<file path="config.mk">
export PLATFORM = sky130hd
export DESIGN_NAME = ppp_mac
export DESIGN_NICKNAME = d
export VERILOG_FILES = /design/src/hw/rtl/ppp_pkg.sv /design/src/hw/rtl/ppp_mac.sv
export SDC_FILE = /design/constraint.sdc
export NUM_CORES = 2
export LEC_CHECK = 0
export ABC_AREA = 0
export ABC_CLOCK_PERIOD_IN_PS = 5000
export BUFFER_PORTS_ARGS = -buffer_cell sky130_fd_sc_hd__buf_2
export CORE_MARGIN = 1
export CORE_UTILIZATION = 40
export CTS_CLUSTER_SIZE = 8
export DETAILED_ROUTE_END_ITERATION = 7
export GPL_TIMING_DRIVEN = 0
export MAX_ROUTING_LAYER = met4
export PLACE_DENSITY_LB_ADDON = 0.3
export SLEW_MARGIN = 30
export SYNTH_ARGS = -nofsm -noshare
export SYNTH_HDL_FRONTEND = slang
export SYNTH_SLANG_ARGS = --single-unit
</file>
<file path="constraint.sdc">
create_clock -name clk -period 5 [get_ports clk]
set_clock_uncertainty 0.2 [all_clocks]
set_input_delay 0.5 -clock clk [delete_from_list [all_inputs] [get_ports clk]]
set_output_delay 0.5 -clock clk [all_outputs]
set_load 0.02 [all_outputs]
</file>
<file path="src/hw/rtl/ppp_pkg.sv">
// Shared types, constants and the pixel placement function for the point projection block.
package ppp_pkg;

	localparam int COORD_W   = 32;
	localparam int DEPTH_W   = 32;
	localparam int SCREEN_W  = 16;
	localparam int ACC_W     = 64;
	localparam int CFG_W     = 64;
	localparam int CENTER_W  = 32;
	localparam int CFG_IDX_W = 3;
	// Quotient bits kept by the divider; one more bit flags a quotient past the clamp range.
	localparam int QUOT_W    = 17;
	localparam int SAT_LIMIT = 100000;

	localparam logic [CFG_IDX_W-1:0] REG_X_AB   = 3'd0;
	localparam logic [CFG_IDX_W-1:0] REG_X_CD   = 3'd1;
	localparam logic [CFG_IDX_W-1:0] REG_D_AB   = 3'd2;
	localparam logic [CFG_IDX_W-1:0] REG_D_CD   = 3'd3;
	localparam logic [CFG_IDX_W-1:0] REG_Y_AB   = 3'd4;
	localparam logic [CFG_IDX_W-1:0] REG_Y_CD   = 3'd5;
	localparam logic [CFG_IDX_W-1:0] REG_CENTER = 3'd6;

	localparam logic signed [SCREEN_W-1:0] SCREEN_MAX = 16'sh7FFF;
	localparam logic signed [SCREEN_W-1:0] SCREEN_MIN = 16'sh8000;

	typedef struct packed {
		logic signed [COORD_W-1:0] point_x;
		logic signed [COORD_W-1:0] point_y;
		logic signed [COORD_W-1:0] point_z;
	} point_t;

	typedef struct packed {
		logic signed [SCREEN_W-1:0] screen_x;
		logic signed [SCREEN_W-1:0] screen_y;
		logic signed [DEPTH_W-1:0]  depth;
		logic                       visible;
		logic signed [SCREEN_W-1:0] prev_screen_x;
		logic signed [SCREEN_W-1:0] prev_screen_y;
		logic                       prev_visible;
	} result_t;

	typedef struct packed {
		logic load;
		logic issue;
	} mac_ctl_t;

	typedef struct packed {
		logic [QUOT_W-1:0] quot;
		logic              rnz;
		logic              neg;
		logic              ovf;
	} div_res_t;

	// Floor quotient plus center, truncated toward zero as a whole and clamped to 16 bits.
	function automatic logic signed [SCREEN_W-1:0] place(input logic signed [SCREEN_W-1:0] c,
			input div_res_t r);
		logic [QUOT_W:0]          qmag;
		logic signed [QUOT_W+1:0] q;
		logic signed [QUOT_W+2:0] s;
		logic signed [SCREEN_W-1:0] res;
		qmag = {1'b0, r.quot} + (QUOT_W+1)'(r.neg & r.rnz);
		q = r.neg ? -$signed({1'b0, qmag}) : $signed({2'b00, r.quot});
		s = (QUOT_W+3)'(c) + (QUOT_W+3)'(q);
		if (s < 0 && r.rnz)
			s = s + (QUOT_W+3)'(1);
		if (r.ovf)
			res = r.neg ? SCREEN_MIN : SCREEN_MAX;
		else if (!r.neg && ({1'b0, r.quot} > (QUOT_W+1)'(SAT_LIMIT)))
			res = SCREEN_MAX;
		else if (r.neg && (qmag > (QUOT_W+1)'(SAT_LIMIT)))
			res = SCREEN_MIN;
		else if (s > (QUOT_W+3)'(SCREEN_MAX))
			res = SCREEN_MAX;
		else if (s < (QUOT_W+3)'(SCREEN_MIN))
			res = SCREEN_MIN;
		else
			res = s[SCREEN_W-1:0];
		return res;
	endfunction

endpackage

</file>
<file path="src/hw/rtl/ppp_mac.sv">
// Shared multiply-accumulate unit: one registered 32x32 product per cycle into a 64-bit sum.
module ppp_mac #(
	parameter int FRAC_BITS = 16
) (
	input  logic                                 clk,
	input  logic                                 arst_n,
	input  ppp_pkg::mac_ctl_t                    ctl,
	input  logic signed [ppp_pkg::COORD_W-1:0]   offset,
	input  logic signed [ppp_pkg::COORD_W-1:0]   coef,
	input  logic signed [ppp_pkg::COORD_W-1:0]   coord,
	output logic signed [ppp_pkg::ACC_W-1:0]     sum
);
	import ppp_pkg::*;

	logic signed [ACC_W-1:0] prod_q;
	logic signed [ACC_W-1:0] acc_q;
	logic signed [ACC_W-1:0] term;
	logic                    pv_q;

	// Arithmetic shift gives the floor of the scaled product.
	assign term = prod_q >>> FRAC_BITS;
	assign sum  = acc_q + (pv_q ? term : '0);

	always_ff @(posedge clk or negedge arst_n) begin
		if (!arst_n) begin
			pv_q <= 1'b0;
		end else if (ctl.load) begin
			pv_q <= 1'b0;
		end else begin
			pv_q <= ctl.issue;
		end
	end

	always_ff @(posedge clk) begin
		if (ctl.load)
			acc_q <= ACC_W'(offset);
		else
			acc_q <= sum;
		if (ctl.issue)
			prod_q <= coef * coord;
	end

endmodule

</file>
# Yosys cells after proc, flatten, opt, wreduce, memory -nomap -nowiden
# Index checks and enable logic that the tools add are counted.
# Widths: inputs -> output; s select.
# op_classes
addsub	1
n_mul	1
muxes	3
# op_table
op	n
$mux 64	2
$add 64x64->64	1
$mul 32x32->64	1
$mux 1	1
# totals
reg_bits	129
in_bits	100
out_inout_bits	64
wordCells	8

# Longest topological paths before layout
# depth
word_depth	3
depth_mapped	29
depth_no_buf	28

# Worst setup path after synthesis
# No wires, ideal clock.
# synth_path
path_kind	input port to flip-flop
startpoint	input port coord[3] (netlist name)
endpoint	register prod_q[58], data pin
setup_ns	0.261
arrival_time_ns	7.602
required_ns	4.539
path_slack_ns	-3.063
cell_stages	23
path_buffers	2
path_cell_list	clkbuf_1 -> and2_1 -> fa_1 -> fa_1 -> fa_1 -> fa_1 -> inv_1 -> fa_1 -> inv_1 -> fa_1 -> inv_1 -> fa_1 -> inv_1 -> fa_1 -> ha_1 -> clkbuf_1 -> a211oi_1 -> o211ai_1 -> a31o_2 -> a41oi_1 -> o21bai_1 -> a21bo_2 -> xor2_1
# synth_between
elab_chain_len	1
# synth_lines
item	line	text
start: declaration	ppp_mac.sv:10	input logic signed [ppp_pkg::COORD_W-1:0] coord,
$mul 32x32->64	ppp_mac.sv:40	prod_q <= coef * coord;
end signal: assignment	ppp_mac.sv:40	
end: declaration	ppp_mac.sv:15	logic signed [ACC_W-1:0] prod_q;
# Every way passes these cells.
# A chain may end at the register's enable or synchronous reset.

# Worst setup path in the final report
# layout_path
startpoint	input port coord[4] (netlist name)
endpoint	register prod_q[58], data pin
# The elaborated chain is that of the path after synthesis.

==> impl_metrics.tcl <==
set metrics [dict create \
    ys_types 68 \
    crit_type "in2reg" \
    async_flop_share_pct 0.8850 \
    grt_max_degree 50 \
    period_needed_ns 7.716 \
    syn_avg_cell_area_um2 9.348 \
    worst_slack_ns -2.716 \
    cp.depth 27 \
    cp_num_buf_inv 8 \
    dr.pass1.iters 6 \
    ys_top_cells_by_area "fa_1 (50%), inv_1 (8.9%), and2_1 (7.9%)" \
    vias_per_cell 5.290 \
    crit_family "adder cells" \
    syn_inst 4598 \
    clk_latency_ns 0.50 \
    die_height_um 329.8 \
    drc_errors 0 \
    final_nets 6394 \
    cts.htree.levels 4 \
    dp_hpwl_mm 131.5 \
    crit_slowest_cell "fa_2" \
    hold_violations 0 \
    post-synth-top-count-cell "fa_1" \
    fillCellCount 9694 \
    port_buffers 162 \
    avgRoutedWirePerCell_um 25.05 \
    hold_path_class "in2reg" \
    place.gp.congestion 1.065 \
    clk_pin_slew_ns 0.06 \
    end_kind "flip-flop" \
    grt_usage_pct 30.88 \
    drv_cap 0 \
    outcome "complete, but fails checks" \
    crit_path_start_kind "primary input" \
    start_util_pct 40.60 \
    max_stage_delay_ns 0.70 \
    arrival_ns 7.76 \
    netlist_area_um2 42980 \
    rows 119 \
    die_w_um 329.8 \
    ioPinCount 164 \
    r2r-end "acc_q[57]" \
    failed_checks "negative setup slack" \
    wl_mm 159.7 \
    finalSetupTns_ns -98.94 \
    fp.dieArea_um2 108800 \
    cp_common_cell "fa_1" \
    core_um2 105900 \
    drive_above_1_share_pct 19.82 \
    synth_seq_cells 113 \
    synth-main-ff-cell "dfxtp_1" \
    grt_first_pass_wirelength_mm 234.7 \
    grt_setup_unrepaired "true" \
    ant_nets 0 \
    endpoint "prod_q[58]" \
    synth_edf_count 48 \
    relSlewSlack_pct 35.44 \
    cts_made_buffers 25 \
    cts_root_buf "clkbuf_16" \
    yosys.area.top_type "fa_1" \
    timing.final.crit_share_pct 154.3 \
    required_ns 5.04 \
    crit_path_start "coord[4]" \
    syn_nets 6023 \
    drtIter0Drc 2694 \
    ys_top_cells_by_count "fa_1 (1082), inv_1 (1019), nand2_1 (596)" \
    finalSetupViolations 48 \
    cts_max_path_buffers 3 \
    cts_tree "done" \
    yosys_warnings 0 \
    grt_pass1_vias 35810 \
    antenna_found_initial 12 \
    synth.top_cell.area_share_pct 50.39 \
    rrSetupSlack_ns 0.99 \
    rr_worst_depth 16 \
    synthToLayoutAreaGrowth_pct 23.02 \
    cp_max_fo 7 \
    grt.overflow.total 0 \
    drv_slew 0 \
    fmax_mhz 129.6 \
    vias 33730 \
    reg2reg_from "pv_q" \
    tightest_slew_ns 0.9684 \
    clock_sinks 113 \
    synth_seq_area_share_pct 6.392 \
]
==> cells in the final DEF, fill, tap and decap left out, types with 13 or more instances in the layout <==
| cell | count |
|---|---|
| xnor2_1 | 74 |
| o21ai_0 | 42 |
| o21ai_1 | 17 |
| nand2_1 | 575 |
| dfxtp_1 | 64 |
| xor2_1 | 42 |
| buf_12 | 24 |
| and2_1 | 515 |
| clkbuf_4 | 33 |
| ha_1 | 195 |
| nand2b_1 | 32 |
| nor2_1 | 62 |
| buf_4 | 164 |
| clkbuf_2 | 17 |
| a21o_1 | 46 |
| clkbuf_8 | 60 |
| clkbuf_1 | 21 |
| buf_8 | 13 |
| o211ai_1 | 13 |
| edfxtp_1 | 48 |
| a21oi_1 | 84 |
| mux2_2 | 43 |
| and2_4 | 27 |
| nand3_1 | 28 |
| clkbuf_16 | 112 |
| buf_2 | 115 |
| a21oi_4 | 13 |
| fa_2 | 73 |
| a21oi_2 | 22 |
| buf_6 | 47 |
| inv_1 | 978 |
| fa_1 | 1008 |
| nand2_2 | 16 |
| nor3_1 | 15 |
| ha_4 | 40 |
| o21bai_1 | 18 |
| nand4_1 | 28 |
| inv_2 | 36 |
==> metal layers <==
layer	GRT usage, %	part of all wire (%)	vias up
met3	6.528	9.6	335
met5	-	0	-
met4	12.75	5.1	0
li1	-	-	14360
met2	47.84	46	1574
met1	39.29	40	17460
==> stage by stage <==
| step | area [um2] | setup WS, ns | std cells | utilization (%) | hold slack (ns) |
|---|---|---|---|---|---|
| floorplan | 43920 | -2.701 | 4598 | - | 0.004409 |
| global placement | 46470 | -4.148 | 6151 | 43.90 | 0.07576 |
| detailed placement | 46480 | -4.204 | 6151 | 43.91 | 0.07962 |
| CTS | 51870 | -2.553 | 6325 | 49.00 | 0.01216 |
| global route | 52860 | -2.863 | 6369 | 49.93 | 0.02829 |
| finish | 52880 | -2.716 | 6375 | 49.95 | 0.03200 |
==> timing repair <==
action                                 4_1_cts  5_1_grt
setup buffers                              142       49
pin swaps                                  186      120
gates resized for setup                    795      164
endpoints found under the hold margin        2        0
cloned                                       2        1
hold buffers                                 2        0
setup endpoints to repair                   92       69
==> state kept, by name, summed over array words and instances, names as in the netlist <==
register and flops:
pv_q 1, prod_q 48, acc_q 64
==> worst min path at each step <==
stage          slack (ns)        end  startpoint  depth (start not counted)
2_1_floorplan       0.004       pv_q      arst_n                          0
3_3_place_gp         0.08       pv_q      arst_n                          1
3_5_place_dp         0.08       pv_q      arst_n                          1
4_1_cts              0.01  acc_q[12]  offset[12]                          2
5_1_grt              0.03  acc_q[12]  offset[12]                          2
6_report             0.03  acc_q[12]  offset[12]                          2
==> final cells by class <==
cell class / instances / area, um2 / area share (%)
Multi-Input combinational cell: 3228 / 37400 / 70.73
Inverter: 1019 / 3842 / 7.267
Buffer: 225 / 3472 / 6.566
Timing Repair Buffer: 357 / 2984 / 5.643
Sequential cell: 113 / 2749 / 5.199
Tap cell: 1391 / 1740 / 3.291
Clock buffer: 29 / 650.6 / 1.230
Antenna cell: 9 / 22.52 / 0.04259
Clock inverter: 4 / 17.52 / 0.03313
==> kinds of logic after synthesis <==
kind of cell,Yosys count,synth area share [%]
XOR/XNOR,126,2.567
multiplexers,44,1.150
adder cells (fa/ha/maj),1325,57.47
buffers and inverters,1257,10.99
AND/OR/NAND/NOR,1372,15.99
flip-flops,113,6.392
AO/OA/AOI/OAI,361,5.443
Power is not shown: default switching activity piles up to over one toggle a cycle in this logic, so the estimate is an artifact.
