$ cat src/hw/rtl/ppp_pkg.sv
// Shared types, constants and the pixel placement function for the point projection block.
package ppp_pkg;

	localparam int COORD_W   = 32;
	localparam int DEPTH_W   = 32;
	localparam int SCREEN_W  = 16;
	localparam int ACC_W     = 64;
	localparam int CFG_W     = 64;
	localparam int CENTER_W  = 32;
	localparam int CFG_IDX_W = 3;
	// Quotient bits kept by the divider; one more bit flags a quotient past the clamp range.
	localparam int QUOT_W    = 17;
	localparam int SAT_LIMIT = 100000;

	localparam logic [CFG_IDX_W-1:0] REG_X_AB   = 3'd0;
	localparam logic [CFG_IDX_W-1:0] REG_X_CD   = 3'd1;
	localparam logic [CFG_IDX_W-1:0] REG_D_AB   = 3'd2;
	localparam logic [CFG_IDX_W-1:0] REG_D_CD   = 3'd3;
	localparam logic [CFG_IDX_W-1:0] REG_Y_AB   = 3'd4;
	localparam logic [CFG_IDX_W-1:0] REG_Y_CD   = 3'd5;
	localparam logic [CFG_IDX_W-1:0] REG_CENTER = 3'd6;

	localparam logic signed [SCREEN_W-1:0] SCREEN_MAX = 16'sh7FFF;
	localparam logic signed [SCREEN_W-1:0] SCREEN_MIN = 16'sh8000;

	typedef struct packed {
		logic signed [COORD_W-1:0] point_x;
		logic signed [COORD_W-1:0] point_y;
		logic signed [COORD_W-1:0] point_z;
	} point_t;

	typedef struct packed {
		logic signed [SCREEN_W-1:0] screen_x;
		logic signed [SCREEN_W-1:0] screen_y;
		logic signed [DEPTH_W-1:0]  depth;
		logic                       visible;
		logic signed [SCREEN_W-1:0] prev_screen_x;
		logic signed [SCREEN_W-1:0] prev_screen_y;
		logic                       prev_visible;
	} result_t;

	typedef struct packed {
		logic load;
		logic issue;
	} mac_ctl_t;

	typedef struct packed {
		logic [QUOT_W-1:0] quot;
		logic              rnz;
		logic              neg;
		logic              ovf;
	} div_res_t;

	// Floor quotient plus center, truncated toward zero as a whole and clamped to 16 bits.
	function automatic logic signed [SCREEN_W-1:0] place(input logic signed [SCREEN_W-1:0] c,
			input div_res_t r);
		logic [QUOT_W:0]          qmag;
		logic signed [QUOT_W+1:0] q;
		logic signed [QUOT_W+2:0] s;
		logic signed [SCREEN_W-1:0] res;
		qmag = {1'b0, r.quot} + (QUOT_W+1)'(r.neg & r.rnz);
		q = r.neg ? -$signed({1'b0, qmag}) : $signed({2'b00, r.quot});
		s = (QUOT_W+3)'(c) + (QUOT_W+3)'(q);
		if (s < 0 && r.rnz)
			s = s + (QUOT_W+3)'(1);
		if (r.ovf)
			res = r.neg ? SCREEN_MIN : SCREEN_MAX;
		else if (!r.neg && ({1'b0, r.quot} > (QUOT_W+1)'(SAT_LIMIT)))
			res = SCREEN_MAX;
		else if (r.neg && (qmag > (QUOT_W+1)'(SAT_LIMIT)))
			res = SCREEN_MIN;
		else if (s > (QUOT_W+3)'(SCREEN_MAX))
			res = SCREEN_MAX;
		else if (s < (QUOT_W+3)'(SCREEN_MIN))
			res = SCREEN_MIN;
		else
			res = s[SCREEN_W-1:0];
		return res;
	endfunction

endpackage

$ cat src/hw/rtl/ppp_div.sv
// Restoring divider, one quotient bit per cycle, with an overflow bit for large quotients.
module ppp_div (
	input  logic                               clk,
	input  logic                               arst_n,
	input  logic                               start,
	input  logic signed [ppp_pkg::ACC_W-1:0]   num,
	input  logic [ppp_pkg::ACC_W-1:0]          den,
	output logic                               done,
	output ppp_pkg::div_res_t                  res
);
	import ppp_pkg::*;

	localparam int DVS_W = ACC_W + QUOT_W;
	localparam int STEPS = QUOT_W + 1;
	localparam int CNT_W = $clog2(STEPS + 1);

	logic               busy_q;
	logic               done_q;
	logic [CNT_W-1:0]   cnt_q;
	logic [ACC_W-1:0]   rem_q;
	logic [DVS_W-1:0]   dvs_q;
	logic [QUOT_W:0]    quot_q;
	logic               neg_q;
	logic [ACC_W-1:0]   mag;
	logic [DVS_W:0]     diff;
	logic               take;

	assign mag  = num[ACC_W-1] ? (~num + ACC_W'(1)) : num;
	assign diff = {1'b0, DVS_W'(rem_q)} - {1'b0, dvs_q};
	assign take = !diff[DVS_W];

	always_ff @(posedge clk or negedge arst_n) begin
		if (!arst_n) begin
			busy_q <= 1'b0;
			done_q <= 1'b0;
			cnt_q  <= '0;
		end else begin
			done_q <= busy_q && (cnt_q == CNT_W'(1));
			if (start) begin
				busy_q <= 1'b1;
				cnt_q  <= CNT_W'(STEPS);
			end else if (busy_q) begin
				cnt_q <= cnt_q - CNT_W'(1);
				if (cnt_q == CNT_W'(1))
					busy_q <= 1'b0;
			end
		end
	end

	always_ff @(posedge clk) begin
		if (start) begin
			rem_q  <= mag;
			dvs_q  <= {den, {QUOT_W{1'b0}}};
			quot_q <= '0;
			neg_q  <= num[ACC_W-1];
		end else if (busy_q) begin
			if (take)
				rem_q <= diff[ACC_W-1:0];
			dvs_q  <= dvs_q >> 1;
			quot_q <= {quot_q[QUOT_W-1:0], take};
		end
	end

	assign done     = done_q;
	assign res.quot = quot_q[QUOT_W-1:0];
	assign res.ovf  = quot_q[QUOT_W];
	assign res.rnz  = |rem_q;
	assign res.neg  = neg_q;

endmodule

$ cat config.mk
export PLATFORM = sky130hd
export DESIGN_NAME = ppp_div
export DESIGN_NICKNAME = d
export VERILOG_FILES = /design/src/hw/rtl/ppp_pkg.sv /design/src/hw/rtl/ppp_div.sv
export SDC_FILE = /design/constraint.sdc
export NUM_CORES = 1
export LEC_CHECK = 0
export BUFFER_PORTS_ARGS = -buffer_cell sky130_fd_sc_hd__buf_4
export CORE_ASPECT_RATIO = 1.4
export CORE_MARGIN = 2
export CORE_UTILIZATION = 40
export CTS_CLUSTER_DIAMETER = 60
export DETAILED_ROUTE_END_ITERATION = 12
export HOLD_SLACK_MARGIN = 0.12
export PLACE_DENSITY = 0.66
export SLEW_MARGIN = 20
export SYNTH_ARGS = -nofsm -noshare
export SYNTH_HDL_FRONTEND = slang
export SYNTH_SLANG_ARGS = --single-unit
$ cat constraint.sdc
create_clock -name clk -period 8.38 [get_ports clk]
set_input_delay 0.838 -clock clk [delete_from_list [all_inputs] [get_ports clk]]
set_output_delay 0.838 -clock clk [all_outputs]
set_load 0.005 [all_outputs]
---- Word-level counts from Yosys, hierarchy flattened ----
Index checks and enable logic that the tools add are counted.
storage, ports and cells
  bits in registers ....................... 171
  bits in latches ......................... 0
  bits in writable memories ............... 0
  memory bits (read-only) ................. 0
  bits of input ports ..................... 131
  output and inout port bits .............. 21
  word-level logic and storage cells ...... 30
  memories ................................ 0
cells by class
  $add $sub $neg .......................... 3
  multiply operators ...................... 0
  divide/modulo/power cells ............... 0
  $lt $le $gt $ge ......................... 0
  eq/ne operators ......................... 2
  shifts and indexed selects .............. 0
  mux-type cells .......................... 11
  bitwise logic cells ..................... 1
  reductions and logical operators ........ 5
operators with widths
  kind                                                                    number
  64-bit 2-to-1 mux                                                       4
  81-bit 2-to-1 mux                                                       2
  64-bit by 81-bit subtractor with 82-bit output                          1
  64-bit by 2-bit adder with 64-bit output (second input constant)        1
  64-bit NOT                                                              1
  64-bit OR reduction                                                     1
  5-bit 2-to-1 mux                                                        2
  5-bit by 1-bit equality test with 1-bit output (second input constant)  1
  5-bit by 1-bit subtractor with 5-bit output (second input constant)     1
  1-bit 2-to-1 mux                                                        3
  2-bit inequality test (second input constant)                           1
  2-bit AND reduction                                                     1
  2-bit nonzero test                                                      1
  1-bit logical AND                                                       1
  1-bit logical NOT                                                       1

---- Logic depth before layout (Yosys ltp) ----
  word-level depth ........................ 4
  depth in mapped cells ................... 12
  depth with buffers taken out ............ 12

---- Worst setup path after synthesis ----
OpenSTA, ideal clock, no wires.
  path type ............................... reg-to-reg
  from .................................... reg dvs_q[1]
  to ...................................... reg rem_q[0] (enable)
  setup time .............................. 0.574 ns
  arrival ................................. 7.136 ns
  data required time ...................... 7.806 ns
  setup slack ............................. 0.670 ns
  cell stages (with the launch flop) ...... 12
  path buffers ............................ 0
  period minus slack after synthesis ...... 7.710 ns
  cell sequence ........................... dfxtp_1 -> inv_1 -> ha_1 -> nor2b_1 -> o2111ai_1 -> a2111oi_0 -> nor3_1 -> o21ai_1 -> a31oi_1 -> o31ai_1 -> a21oi_1 -> o21ai_0
between the ends
  longest elaborated chain between the ends .. 3
ends and longest elaborated chain
  element                                         RTL line       text
  start: declaration                              ppp_div.sv:21  logic [DVS_W-1:0] dvs_q;
  start signal: assignment                        ppp_div.sv:53  dvs_q <= {den, {QUOT_W{1'b0}}};
  start signal: assignment                        ppp_div.sv:59  dvs_q <= dvs_q >> 1;
  64-bit by 81-bit subtractor with 82-bit output  ppp_div.sv:29  assign diff = {1'b0, DVS_W'(rem_q)} - {1'b0, dvs_q};
  2-bit inequality test (no line)                 -
  2-bit AND reduction (no line)                   -
  end signal: assignment                          ppp_div.sv:52  rem_q <= mag;
  end signal: assignment                          ppp_div.sv:58  rem_q <= diff[ACC_W-1:0];
  end: declaration                                ppp_div.sv:20  logic [ACC_W-1:0] rem_q;
No other way between the ends.
A chain may end at the register's enable or synchronous reset.

---- Worst setup path after layout ----
  from .................................... reg rem_q[1]
  to ...................................... reg rem_q[42] (enable)
between the ends
  longest elaborated chain between the ends .. 3
ends and longest elaborated chain
  element                                         RTL line
  64-bit by 81-bit subtractor with 82-bit output  ppp_div.sv:29
  2-bit inequality test (no line)                 -
  2-bit AND reduction (no line)                   -
No other way between the ends.

==> metrics.md <==
| Metric | Value |
|---|---|
| Area post-placement | `14,000 sq um` |
| Clock buffer depth | `2` |
| Slew headroom | `between 20% and 30%` |
| Register clock-pin slew on the reported worst setup and hold paths | `0.08 ns` |
| Category of the worst setup path capture point | `flop` |
| Count of maximum capacitance violations | `0` |
| Starting DRT DRC Count | `743` |
| Final weighted congestion of routability-driven global placement | `between 0.9 and 1` |
| Top cell type by total area after synthesis | `edfxtp_1` |
| Crit path DAT | `~5.4 ns` |
| Amount of wire on met2 after detailed routing | `about 18,000 microns` |
| Post-CTS Resized | `0` |
| Number of distinct library cells after synthesis | `73` |
| Number of flops mapped to enable cells by yosys | `129` |
| Number of antenna violations at the first check in global routing | `0` |
| Hold Path Class | `in2async` |
| Most instantiated flip-flop cell in the synthesis netlist | `edfxtp_1` |
| Pin count of the biggest net entering global routing | `approximately 90` |
| Initial standard-cell utilization of the core | `40.7%` |
| CTS tree | `done` |
| Growth of design area from synthesis to finish | `15.3%` |
| Count of buffers added by post-CTS timing repair for setup | `0` |
| Result of the run | `completed` |
| H-tree levels | `4` |
| Global-route wire length before repair | `around 57,000 microns` |
| Seq/Total Area, Yosys | `between 30% and 40%` |
| Remaining design rule violation count | `0` |
| Final Hold Viols | `0` |
| Unrepaired setup endpoints after global routing | `false` |
| Total nets after synthesis | `approximately 1,700` |
| Worst clock skew on the final layout | `0.0145 ns` |
| Highest fanout seen on the critical path | `45` |
| Inserted Clock Buffers | `17` |
| Synthesized instance count | `1,454` |
| Pins over their slew limit | `0` |
| Number of top-level pins | `152` |
| HPWL after DPL | `~28,000 microns` |
| Power per standard cell area | `between 200 and 250 nW/um^2` |
| Count of TritonRoute iterations in the first routing pass | `5` |
| Overall Global Routing Usage | `between 20 and 25%` |
| FF-to-FF setup slack | `approximately 3.0 ns` |
| Routed WL | `between 30,000 and 40,000 microns` |
| Number of buffers added on ports | `between 150 and 200` |
| Floorplan die height | `roughly 210 microns` |
| Filler cell count | `~3,000` |
| Mean routed wirelength per cell | `about 19 microns` |
| Die width | `154 microns` |
| Logic depth of the worst register-to-register path | `11` |
| Final ANT Viol Nets | `0` |
| Register bit total from synthesis | `about 170` |
| Worst-skew pair later-pin latency | `~0.45 ns` |
| LEAKAGE | `roughly 6 nW` |
| Overall power consumption | `just under 3 mW` |
| Count of vias placed by the detailed router | `11,300` |
| Sink count of the clock tree | `between 150 and 200` |
| Combined flip-flop and latch cell area | `4750 sq um` |
| Area share of the leading cell type in the synthesized netlist | `30.8%` |
| Max layer used | `met4` |
| Via-to-Cell Ratio | `a little under 6` |
| Final TNS setup | `0 ns` |
| Area contributors post-synth | `edfxtp_1 (31%), ha_1 (6.7%), dfxtp_1 (5.6%)` |
| Met3 wire length | `1780 microns` |
| Total standard cell area after synthesis | `12,600 sq um` |
| R2R Path Start | `rem_q[1]$_DFFE_PP_` |
| Count of hold buffers inserted by post-cts repair | `0` |
| Final min period | `5.34 ns` |
| Achievable frequency | `0.187 GHz` |
| Data required time at the worst endpoint | `approximately 8.5 ns` |
| Core area | `30,900 sq um` |
| Site row count | `76` |
| Average instance area after synthesis | `8.65 sq um` |
| Peak ir drop on the vdd network | `roughly 150 uV` |
| Final Util | `between 40% and 50%` |
| Wire length on met1 | `between 10,000 and 15,000 microns` |
| Die footprint | `approximately 33,000 sq um` |
| Synth warnings | `0` |
| Clock tree root buffer cell | `clkbuf_16` |
| Number of global-route vias before repair | `between 10,000 and 15,000` |
| End of the worst register-to-register path | `rem_q[42]$_DFFE_PP_` |
| Worst Setup Path Type | `reg2reg` |
| Proportion of synthesized flip-flops having asynchronous set or reset | `~4%` |
| Fraction of layout cells with a size suffix above 1 | `13.6%` |
| Final period util | `a little under two thirds` |
| Kind of start point of the critical path | `flop` |
| Fin nets | `1,749` |
| Aggregate global routing overflow | `0` |
| Area of all placed cells without fillers | `14,500 sq um` |
| Transition at the pin with the smallest max-transition slack | `around 1.0 ns` |
| Multi-input combinational cell area | `7190 sq um` |
| Antenna diode count | `0` |
| Setup-violating endpoint count in the final report | `0` |
==> worst max-delay path by stage <==
stage / start / endpoint / depth (start not counted)
after floorplan: dvs_q[1]$_SDFFE_PP0P_ / rem_q[0]$_DFFE_PP_ / 11
after global placement: dvs_q[1]$_SDFFE_PP0P_ / rem_q[27]$_DFFE_PP_ / 12
after detailed placement: dvs_q[1]$_SDFFE_PP0P_ / rem_q[27]$_DFFE_PP_ / 12
after CTS: dvs_q[1]$_SDFFE_PP0P_ / rem_q[30]$_DFFE_PP_ / 12
after global routing: dvs_q[1]$_SDFFE_PP0P_ / rem_q[42]$_DFFE_PP_ / 12
final: rem_q[1]$_DFFE_PP_ / rem_q[42]$_DFFE_PP_ / 11
==> placed cells by master, fill, tap and decap left out, types with 5 or more instances in the layout <==
| cell type | count |
|---|---|
| a211oi_1 | 5 |
| a21boi_0 | 7 |
| a21o_1 | 38 |
| a21oi_1 | 108 |
| a31oi_1 | 7 |
| and2_1 | 6 |
| and3_1 | 7 |
| buf_4 | 158 |
| clkbuf_16 | 17 |
| dfrtp_1 | 6 |
| dfxtp_1 | 35 |
| edfxtp_1 | 129 |
| ha_1 | 67 |
| inv_1 | 87 |
| mux2i_1 | 36 |
| nand2_1 | 177 |
| nand2b_1 | 10 |
| nand3_1 | 17 |
| nand4_1 | 30 |
| nor2_1 | 131 |
| nor2b_1 | 12 |
| nor3_1 | 27 |
| nor4_1 | 26 |
| o21a_1 | 8 |
| o21ai_0 | 83 |
| o21bai_1 | 16 |
| o31ai_1 | 75 |
| o41ai_1 | 7 |
| or2_2 | 6 |
| or3_1 | 10 |
| or4_1 | 12 |
| xnor2_1 | 76 |
| xor2_1 | 35 |
==> flip-flops by register name, indices dropped and copies added (netlist names) <==
register,count
cnt_q,5
done,1
rem_q,64
quot_q,18
neg_q,1
busy_q,1
dvs_q,81
==> critical path, cell delays in order, from the launching register on <==
cell and delay [ns]:
edfxtp_1 0.43, ha_1 0.30, nor2b_1 0.16, o2111ai_1 0.17, a2111oi_0 0.97, nor3_1 0.21
o21ai_1 0.46, a31oi_1 0.33, o31ai_1 0.44, a21oi_1 0.20, o21ai_4 0.58, buf_4 0.66
==> layer usage <==
layer	GRT usage (%)	up-vias
li1	-	5499
met1	26.2	5355
met2	39.8	344
met3	2.97	74
met4	10.8	0
met5	0	-
==> stage by stage <==
step / setup WS (ns) / hold WS (ns) / std cells
after CTS: 3.19 / 0.183 / 1953
after floorplan: 0.670 / 0.465 / 1454
after global routing: 2.74 / 0.185 / 1953
after global placement: 3.35 / 0.477 / 1921
after detailed placement: 3.25 / 0.499 / 1921
final: 3.04 / 0.198 / 1953
==> final cells by class <==
cell class	instances	area share (%)
tap	390	3.37
sequential	171	32.8
clock buffer	18	2.96
inverter	89	2.30
multi-input combinational	1112	49.6
clock inverter	14	0.785
timing repair buffer	159	8.26
==> cells in the mapped netlist, types with 3 or more instances <==
cell type    n
nand2_1    177
nor2_1     131
edfxtp_1   129
a21oi_1    108
inv_1       88
o21ai_0     84
xnor2_1     76
o31ai_1     75
ha_1        67
clkbuf_1    61
a21o_1      38
mux2i_1     36
dfxtp_1     35
xor2_1      35
nand4_1     30
nor3_1      27
nor4_1      27
buf_1       19
nand3_1     17
o21bai_1    16
nor2b_1     12
or4_1       12
nand2b_1    10
or3_1       10
o21a_1       8
a21boi_0     7
a31oi_1      7
and3_1       7
dfrtp_1      7
o41ai_1      7
and2_1       6
or2_2        6
a211oi_1     5
a2111oi_0    4
a22o_1       4
o2111ai_1    4
o211a_1      4
o211ai_1     4
a221o_1      3
a221oi_1     3
and4_1       3
nor3b_1      3
nor4b_1      3
o31a_1       3
==> kinds of logic (layout without fill, tap and decap cells) <==
kind of cell | count (synthesis) | in the layout | share of synthesized area [%]
adder cells (fa/ha/maj) | 68 | 68 | 6.83
flip-flops | 171 | 171 | 37.8
multiplexers | 38 | 38 | 3.05
AO/OA/AOI/OAI | 403 | 403 | 20.9
AND/OR/NAND/NOR | 492 | 492 | 18.5
buffers and inverters | 171 | 280 | 5.20
XOR/XNOR | 111 | 111 | 7.73
==> report_power, final <==
part / total, mW / internal [mW] / switching (mW)
registers: 1.10 / 1.04 / 0.0607
clock network: 0.763 / 0.386 / 0.377
logic: 1.09 / 0.446 / 0.648
total: 2.95 / 1.87 / 1.09
(Power assumes the default switching activity.)
